File: config.mk
export PLATFORM = sky130hd
export DESIGN_NAME = spq_cell
export DESIGN_NICKNAME = d
export VERILOG_FILES = /design/src/hw/rtl/spq_pkg.sv /design/src/hw/rtl/spq_cell.sv
export SDC_FILE = /design/constraint.sdc
export NUM_CORES = 1
export LEC_CHECK = 0
export BUFFER_PORTS_ARGS = -buffer_cell sky130_fd_sc_hd__buf_4
export CORE_UTILIZATION = 29
export DETAILED_ROUTE_END_ITERATION = 8
export SLEW_MARGIN = 20
export SYNTH_ARGS = -nofsm -noshare
export SYNTH_HDL_FRONTEND = slang
export SYNTH_SLANG_ARGS = --single-unit
File: constraint.sdc
create_clock -name clk -period 3.4 [get_ports clk]
set_input_delay 0.17 -clock clk [delete_from_list [all_inputs] [get_ports clk]]
set_output_delay 0.17 -clock clk [all_outputs]
set_load 0.01 [all_outputs]
File: src/hw/rtl/spq_pkg.sv
// Shared types and codes for the stable priority queue.
package spq_pkg;

	// Item operation codes
	typedef enum logic {
		OP_ENQ = 1'b0,
		OP_DEQ = 1'b1
	} op_t;

	// One stored record, 57 bits
	typedef struct packed {
		logic [3:0]  prio;
		logic [15:0] arrival;
		logic [15:0] service;
		logic [3:0]  server;
		logic        ins;
		logic [15:0] start;
	} rec_t;

	// Command broadcast to every cell in the chain
	typedef struct packed {
		logic enq;
		logic deq;
		rec_t rec;
	} cmd_t;

	localparam int unsigned OCC_W = 7;

endpackage

File: src/hw/rtl/spq_cell.sv
// One cell of the sorted shift-register queue: holds a record, shifts with its neighbors.
module spq_cell (
	input  logic          clk,
	input  spq_pkg::cmd_t cmd,
	input  logic          occupied,
	input  logic          prev_go,
	input  spq_pkg::rec_t prev_rec,
	input  spq_pkg::rec_t next_rec,
	output logic          go,
	output spq_pkg::rec_t rec
);

	spq_pkg::rec_t rec_q;

	// New record belongs at or before this cell: free slot or lower stored priority
	assign go  = !occupied || (rec_q.prio < cmd.rec.prio);
	assign rec = rec_q;

	// Insert: left neighbor moves in, or the new record lands here; remove: shift toward head
	always_ff @(posedge clk) begin
		if (cmd.enq && go) begin
			rec_q <= prev_go ? prev_rec : cmd.rec;
		end else if (cmd.deq) begin
			rec_q <= next_rec;
		end
	end

endmodule

After elaboration in Yosys (flattened, before gate mapping)
Index checks and enable logic that the tools add are counted.
{ "word_totals": {"in_bits": 176, "mem_count": 0, "ramBits": 0, "rom_bits": 0, "output_inout_bits": 58, "latchBits": 0, "ff_bits": 57} }
{ "classes": {"n_eq_ne": 0, "add_sub_neg": 0, "n_bitwise": 0, "multipliers": 0, "div": 0, "n_mux": 3, "n_shift": 0, "magnitude_cmp": 1, "reduce_logical": 4} }
{ "ops": {"columns": ["op", "count"], "rows": [
  ["$mux W57", 3],
  ["$lt A4 B4 Y1", 1],
  ["$reduce_bool A2 Y1", 1],
  ["$logic_and A1 B1 Y1", 1],
  ["$logic_not A1 Y1", 1],
  ["$logic_or A1 B1 Y1", 1]
]} }

Depth between registers and ports, before layout
Gate-level depths: netlist (run 1).
{ "logic_depth": {"ltp_word": 4, "mapped_depth": 8} }

Worst setup path after synthesis (run 1)
OpenSTA, ideal clock, no wires.
{ "synth_timing": {"path_kind": "register to register", "from": "reg rec_q (netlist bit rec[56])", "to": "reg rec_q (netlist bit rec[0]), enable pin", "arrival_ps": 2644, "synth_period_minus_slack_ps": 3062, "path_stages_with_launch": 7, "path_slack_ps": 338, "t_required_ps": 2982, "setup_time_ps": 418, "path_cell_list": "edfxtp_1 ha_1 a21oi_1 o21ai_1 a21boi_2 buf_6 or2_1"} }
{ "synth_between": {"elab_chain_cells": 4} }
{ "synth_rtl": {"columns": ["item", "line_no", "source"], "rows": [
  ["from (decl)", "spq_cell.sv:13", "spq_pkg::rec_t rec_q;"],
  ["from (signal assigned)", "spq_cell.sv:22", "rec_q <= prev_go ? prev_rec : cmd.rec;"],
  ["from (signal assigned)", "spq_cell.sv:24", "rec_q <= next_rec;"],
  ["$lt A4 B4 Y1", "spq_cell.sv:16", "assign go = !occupied || (rec_q.prio < cmd.rec.prio);"],
  ["$logic_or A1 B1 Y1", "spq_cell.sv:16", null],
  ["$logic_and A1 B1 Y1", "spq_cell.sv:21", "if (cmd.enq && go) begin"],
  ["$reduce_bool A2 Y1 (no source line)", null, null]
]} }
Every way passes these cells.
A chain may end at the register's enable or synchronous reset.

Worst setup path after layout (run 1)
{ "layout_timing": {"from": "reg rec_q (netlist bit rec[56])", "to": "reg rec_q (netlist bit rec[9]) (data pin)"} }
{ "layout_between": {"elab_chain_cells": 4} }
{ "layout_rtl": {"columns": ["item", "line_no"], "rows": [
  ["$lt A4 B4 Y1", "spq_cell.sv:16"],
  ["$logic_or A1 B1 Y1", "spq_cell.sv:16"],
  ["$logic_and A1 B1 Y1", "spq_cell.sv:21"],
  ["$mux W57", "spq_cell.sv:21"]
]} }
Every way passes these cells.

==> results of run 1 <==
area by class of cell:
cell class	count	share of cell area, %
clock buffers	11	4.226
inverters	3	0.2045
flip-flops and latches	57	31.08
multi-input cells	184	28.08
repair buffers	237	32.31
clock inverters	5	0.8407
well taps	143	3.249
kinds of logic after synthesis:
| kind of cell | count (synthesis) | synth area share (%) |
|---|---|---|
| AO/OA/AOI/OAI | 61 | 19.24 |
| adder cells (fa/ha/maj) | 3 | 1.100 |
| buffers and inverters | 28 | 5.352 |
| flip-flops | 57 | 50.15 |
| multiplexers | 57 | 16.72 |
| AND/OR/NAND/NOR | 63 | 7.441 |
placed cells by master, fill, tap and decap left out:
cell type	netlist	layout
sky130_fd_sc_hd__mux2i_1	57	57
sky130_fd_sc_hd__bufinv_16	0	1
sky130_fd_sc_hd__nor3b_2	1	1
sky130_fd_sc_hd__clkbuf_16	0	9
sky130_fd_sc_hd__clkinv_2	0	1
sky130_fd_sc_hd__o21ai_1	1	1
sky130_fd_sc_hd__a22oi_2	39	39
sky130_fd_sc_hd__or2_2	0	1
sky130_fd_sc_hd__clkbuf_1	5	2
sky130_fd_sc_hd__ha_1	3	3
sky130_fd_sc_hd__inv_1	3	3
sky130_fd_sc_hd__a21oi_1	1	1
sky130_fd_sc_hd__nand3_4	0	1
sky130_fd_sc_hd__clkinv_1	0	3
sky130_fd_sc_hd__a22oi_1	18	18
sky130_fd_sc_hd__edfxtp_1	57	57
sky130_fd_sc_hd__o211ai_2	1	1
sky130_fd_sc_hd__nand2_1	1	1
sky130_fd_sc_hd__or2_1	2	1
sky130_fd_sc_hd__a21boi_4	0	1
sky130_fd_sc_hd__nor2b_4	0	1
sky130_fd_sc_hd__buf_4	1	237
sky130_fd_sc_hd__nor2_1	57	57
worst max-delay path by stage:
| stage | startpoint | end |
|---|---|---|
| detailed placement | rec[56]$_DFFE_PP_ | rec[9]$_DFFE_PP_ |
| global route | rec[56]$_DFFE_PP_ | rec[9]$_DFFE_PP_ |
| global placement | rec[56]$_DFFE_PP_ | rec[55]$_DFFE_PP_ |
| finish | rec[56]$_DFFE_PP_ | rec[9]$_DFFE_PP_ |
| floorplan | rec[56]$_DFFE_PP_ | rec[0]$_DFFE_PP_ |
| CTS | rec[56]$_DFFE_PP_ | rec[9]$_DFFE_PP_ |
where the power goes:
group	internal, mW	switching (mW)	total, mW
logic	0.364	0.321	0.685
registers	0.905	0.0307	0.935
clock network	0.558	0.297	0.855
total	1.83	0.649	2.48
worst min-delay path: cells and delay by family:
family,cells,cell delay (ns)
simple gates,1,0.04
buf+inv,1,0.08
compound gates,1,0.10
metal layers:
layer | global-route usage (%) | vias to the layer above | wire length (um)
li1 | - | 1471 | -
met5 | 0 | - | 0
met4 | 5.156 | 0 | 129
met3 | 5.049 | 10 | 760
met1 | 19.71 | 1410 | 4071
met2 | 30.43 | 135 | 5599
metrics by stage:
step,hold WS [ns],utilization (%),setup WS (ns),power [mW]
finish,0.1882,48.02,0.8338,2.475
global route,0.1804,48.02,0.6283,2.594
CTS,0.1777,48.02,0.8317,2.514
detailed placement,0.5084,45.59,0.8429,1.646
global placement,0.5023,45.59,0.8780,1.633
floorplan,0.4061,-,0.3383,1.293
==> results.json, run 1 <==
{
  "synthesis.area_per_instance_um2": 12.69,
  "synthFlopType": "sky130_fd_sc_hd__edfxtp_1",
  "worst_slew_margin_rel_pct": 34.62,
  "grt_antenna_before_repair": 0,
  "start_point_of_the_worst_min_delay_path": "next_rec[26]",
  "leading_post_synthesis_cells_by_instance_count": "sky130_fd_sc_hd__edfxtp_1, sky130_fd_sc_hd__mux2i_1, sky130_fd_sc_hd__nor2_1, sky130_fd_sc_hd__a22oi_2, sky130_fd_sc_hd__a22oi_1",
  "dp_cells": 624,
  "port-buffer-count": 233,
  "ff2ff_setup_slack_ns": 0.83,
  "routed_wire_length_per_instance_um": 16.50,
  "crit_cells": 6,
  "reg2reg_to": "rec[9]$_DFFE_PP_",
  "row_count": 39,
  "vias": 3026,
  "drt_wl_total_mm": 10.56,
  "drt.antenna.violating_nets": 0,
  "layout.cells.non_filler": 640,
  "yosys.cell_types.count": 20,
  "via_per_inst": 4.728,
  "grt_pass1_vias": 3157,
  "initial_core_util_pct": 29.77,
  "global_route_wire_length_before_repair_mm": 16.37,
  "clock_tree.root_cell": "sky130_fd_sc_hd__clkbuf_16",
  "worst-endpoint-arrival_ns": 2.58,
  "worst_case_clock_skew_ns": 0.006324,
  "drt-initial-drc-count": 87,
  "ios": 234,
  "critical_path_peak_fanout": 57,
  "drc": 0,
  "critical_path.endpoint_type": "flop",
  "synthCells": 269,
  "depth_of_the_most_critical_reg_to_reg_path": 6,
  "holdPathStages": 3,
  "leakage_nw": 2.505,
  "cts.sink_count": 57,
  "ys_top_cells_by_area": "sky130_fd_sc_hd__edfxtp_1, sky130_fd_sc_hd__mux2i_1, sky130_fd_sc_hd__a22oi_2",
  "power_density_nw_per_um2": 449.5,
  "die-width_um": 110.5,
  "postPlaceCellArea_um2": 5228,
  "design.die.area_um2": 12210,
  "post_cts_hold_buffer_count": 0,
  "global_route.overflow_total": 0,
  "area.sequential_um2": 1712,
  "critPathBufInv": 1,
  "grt_start_max_net_pins": 58,
  "cpMaxStageDelayCell": "sky130_fd_sc_hd__buf_4",
  "mappedNetlistArea_um2": 3413,
  "core_um2": 11470,
  "tightestPinTransition_ns": 0.9807,
  "hold_worst_path_end": "rec[26]$_DFFE_PP_",
  "synth_seq_area_share_pct": 50.15,
  "dp_hpwl_mm": 7.604,
  "fin_crit_ns": 2.566,
  "fraction_of_layout_instances_using_a_drive_strength_above_1_pct": 58.95,
  "cts-resized-gates": 0,
  "cts_htree_levels": 3,
  "clkSlewWorstSetupHoldPaths_ns": 0.05,
  "finalSetupViolCount": 0,
  "synth_top_area_cell": "sky130_fd_sc_hd__edfxtp_1",
  "fill_cells": 1081,
  "cts.path.max_buffers": 2,
  "hold_violations": 0,
  "finalNetCount": 671,
  "design_area_um2": 5507,
  "clk-insertion-delay-late_ns": 0.32,
  "final_max_slew_viol_count": 0,
  "number_of_cts_inserted_buffers": 9,
  "insertedDiodeCount": 0,
  "timing_worst_setup_path_type": "flop to flop",
  "largest_register_ff_count": 57,
  "yosys_warnings": 0,
  "setup_repair_after_global_routing_missed_its_margin": "no",
  "max-vdd-ir-drop_uv": 236.3,
  "r2r-start": "rec[56]$_DFFE_PP_",
  "post-synth-top-area-fraction_pct": 50.15,
  "slowest_delay_ns": 0.67,
  "detailedRoute.firstPassIterationCount": 4,
  "cp.required_ns": 3.41,
  "synthesis.nets": 448,
  "synth_register_bits": 57,
  "ys_async_sr_fraction_pct": 0,
  "cts_tree": "yes",
  "run_status": "finished, final reports clean",
  "synth-edff-count": 57,
  "finalWeightedCongestion": 0.7461,
  "groute.usage.overall_pct": 17.12,
  "drv.max_cap_violation_count": 0,
  "multi_input_area_um2": 1546,
  "timing.critical_path.cells": "ha_1, a21oi_1, o21ai_1, a21boi_4, buf_4, a22oi_1",
  "crit_family": "compound AO/OA/AOI/OAI gates",
  "timing.setup.tns_ns": 0,
  "cp_startpoint_kind": "flop",
  "fmaxAchievable_ghz": 0.3897,
  "holdCritPathClass": "input pin to flop",
  "final_period_util_pct": 75.48,
  "layout-area-overhead-vs-synth_pct": 61.33,
  "cts_post_setup_buffers_inserted": 0,
  "die_height_um": 110.5
}
Power figures use the tool's default switching activity.
==> inputs of run 2 (changes only) <==
--- a/config.mk
+++ b/config.mk
@@ -5,6 +5,7 @@
 export SDC_FILE = /design/constraint.sdc
 export NUM_CORES = 1
 export LEC_CHECK = 0
+export ABC_AREA = 1
 export BUFFER_PORTS_ARGS = -buffer_cell sky130_fd_sc_hd__buf_4
 export CORE_UTILIZATION = 29
 export DETAILED_ROUTE_END_ITERATION = 8
==> constraint.sdc (replaced) <==
create_clock -name clk -period 2.2 [get_ports clk]
set_input_delay 0.11 -clock clk [delete_from_list [all_inputs] [get_ports clk]]
set_output_delay 0.11 -clock clk [all_outputs]
set_load 0.01 [all_outputs]
==> run 2 against run 1 <==
Against the previous run:
- clock-buffer cell count shrank 2
- power grew 56%
- highest routed layer unchanged
- die area fell by 2.9%
- critical path depth up 2
==> results.json, run 2 <==
{
  "post-synth-top-area-fraction_pct": 51.68,
  "fin_crit_ns": 1.925,
  "finalWeightedCongestion": 0.7266,
  "drc": 0,
  "finalWorstSetupSlack_ns": 0.2750,
  "hold_slack_ns": 0.05652,
  "top_library_cells_by_usage_in_the_layout_fill_and_taps_aside": "sky130_fd_sc_hd__buf_4, sky130_fd_sc_hd__nand2_1, sky130_fd_sc_hd__nand3_1, sky130_fd_sc_hd__edfxtp_1, sky130_fd_sc_hd__mux2_2",
  "synth.most_common_cell": "sky130_fd_sc_hd__nand2_1",
  "insertedDiodeCount": 0,
  "global_route_wire_length_before_repair_mm": 15.01,
  "clk-insertion-delay-late_ns": 0.31,
  "synthesis.nets": 512,
  "groute.usage.overall_pct": 16.53,
  "leakage_nw": 2.713,
  "fmaxAchievable_ghz": 0.5195,
  "layout-area-overhead-vs-synth_pct": 66.00,
  "yosys.cell_types.count": 14,
  "global_route_track_usage_on_met1_pct": 19.05,
  "clkSlewWorstSetupHoldPaths_ns": 0.06,
  "mappedNetlistArea_um2": 3312,
  "tightestPinTransition_ns": 0.4406,
  "worst-endpoint-arrival_ns": 1.82,
  "clock_tree.root_cell": "sky130_fd_sc_hd__clkbuf_16",
  "post_cts_hold_buffer_count": 0,
  "drt_wl_total_mm": 9.926,
  "cp_startpoint_kind": "flop",
  "timing_worst_setup_path_type": "flop to primary output",
  "yosys_warnings": 0,
  "grt_start_max_net_pins": 58,
  "top_usage_layer": "met2",
  "max-vdd-ir-drop_uv": 403.7,
  "synth_register_bits": 57,
  "die_height_um": 108.9,
  "global_route.overflow_total": 0,
  "synth-edff-count": 57,
  "place_ws_ns": 0.4129,
  "holdCritPathClass": "input pin to flop",
  "ys_top_cells_by_area": "sky130_fd_sc_hd__edfxtp_1, sky130_fd_sc_hd__mux2_2, sky130_fd_sc_hd__nand2_1",
  "synthFlopType": "sky130_fd_sc_hd__edfxtp_1",
  "timing.setup.tns_ns": 0,
  "row_count": 38,
  "vias": 3239,
  "design.die.area_um2": 11850,
  "drv.max_cap_violation_count": 0,
  "hold_violations": 0,
  "final_period_util_pct": 87.50,
  "power_density_nw_per_um2": 702.8,
  "setup_repair_after_global_routing_missed_its_margin": "no",
  "post-layout-total-power_mw": 3.864,
  "number_of_cts_inserted_buffers": 9,
  "cts.path.max_buffers": 2,
  "core_um2": 10980,
  "routed_wire_length_per_instance_um": 14.08,
  "finalSetupViolCount": 0,
  "cell_repeated_most_along_the_worst_path": "sky130_fd_sc_hd__nand2_1",
  "drt-initial-drc-count": 97,
  "final_max_slew_viol_count": 0,
  "synth_seq_area_share_pct": 51.68,
  "synth_top_area_cell": "sky130_fd_sc_hd__edfxtp_1",
  "slowest_delay_ns": 0.39,
  "cp.required_ns": 2.09,
  "die-width_um": 108.9,
  "grt_pass1_vias": 3190,
  "cpMaxStageDelayCell": "sky130_fd_sc_hd__edfxtp_1",
  "worst_case_clock_skew_ns": 0.005360,
  "met2_track_demand_over_resource_in_global_routing_pct": 30.10,
  "critical_path_peak_fanout": 45,
  "mostFrequentLayoutCell": "sky130_fd_sc_hd__buf_4",
  "synthesis.area_per_instance_um2": 9.946,
  "worst_slew_margin_rel_pct": 70.63,
  "leading_post_synthesis_cells_by_instance_count": "sky130_fd_sc_hd__nand2_1, sky130_fd_sc_hd__edfxtp_1, sky130_fd_sc_hd__nand3_1, sky130_fd_sc_hd__mux2_2, sky130_fd_sc_hd__buf_2",
  "fill_cells": 1048,
  "cts.sink_count": 57,
  "initial_core_util_pct": 30.15,
  "drt.antenna.violating_nets": 0,
  "timing.critical_path.cells": "ha_1, nand2_1, inv_1, nand2_1, nand2_1, nand2_2, buf_6, buf_4",
  "port-buffer-count": 233,
  "synthCells": 333,
  "grt_antenna_before_repair": 0,
  "largest_register_ff_count": 57,
  "ios": 234,
  "detailedRoute.firstPassIterationCount": 4,
  "ys_async_sr_fraction_pct": 0,
  "via_per_inst": 4.594,
  "run_status": "finished, final reports clean",
  "cts_htree_levels": 3,
  "dp_hpwl_mm": 7.433,
  "final_core_util_pct": 50.06,
  "cts_tree": "yes",
  "finalNetCount": 739,
  "fraction_of_layout_instances_using_a_drive_strength_above_1_pct": 55.22,
  "critical_path.endpoint_type": "primary output",
  "grt_util_met3_pct": 3.706
}
## run 2: layout make-up
| cell class | instances | area (um2) | area share [%] |
|---|---|---|---|
| Timing Repair Buffer | 241 | 1838 | 33.43 |
| Sequential cell | 57 | 1712 | 31.13 |
| Multi-Input combinational cell | 244 | 1436 | 26.13 |
| Clock buffer | 9 | 225.2 | 4.096 |
| Tap cell | 140 | 175.2 | 3.186 |
| Clock inverter | 7 | 85.08 | 1.548 |
| Inverter | 7 | 26.28 | 0.4779 |
## run 2: logic make-up after synthesis
group	share of synthesized area, %
flops	51.68
fa+ha+maj	1.133
simple gates	23.04
mux	18.36
buf+inv	5.176
compound gates	0.6042
## run 2: worst paths after layout
check                                        from           endpoint  slack, ns  depth (start not counted)
worst max-delay path            rec[56]$_DFFE_PP_                 go       0.27                          8
worst min-delay path                 next_rec[22]  rec[22]$_DFFE_PP_       0.06                          3
worst max register to register  rec[56]$_DFFE_PP_  rec[53]$_DFFE_PP_       0.39                          9
worst min register to register  rec[56]$_DFFE_PP_  rec[29]$_DFFE_PP_       1.15                          7
## run 2: per-stage QoR
step / area (um2) / std cells
floorplan: 3319 / 333
global placement: 5184 / 689
detailed placement: 5184 / 689
CTS: 5494 / 705
global route: 5498 / 705
finish: 5498 / 705
## run 2: routing by layer
layer  vias to the layer above  share of wire [%]
li1                       1603                  -
met1                      1495                 39
met4                         0                1.4
met3                        10                7.2
met5                         -                  0
met2                       131                 53
## run 2: power by group
part / internal (mW) / switching (mW)
clock: 0.978 / 0.474
sequential: 1.39 / 0.0409
combinational: 0.537 / 0.447
## run 2: what timing repair did
action / CTS / global route
gates resized for setup: 0 / 1
endpoints found under the setup margin: 0 / 1
buffers inserted: 0 / 0
hold endpoints to repair: 0 / 0
## run 2: worst max-delay path, delay by kind of cell, from the launching register on
kind | cells | cell delay, ns
fa+ha+maj | 1 | 0.30
buf+inv | 3 | 0.54
flops | 1 | 0.39
simple gates | 4 | 0.26
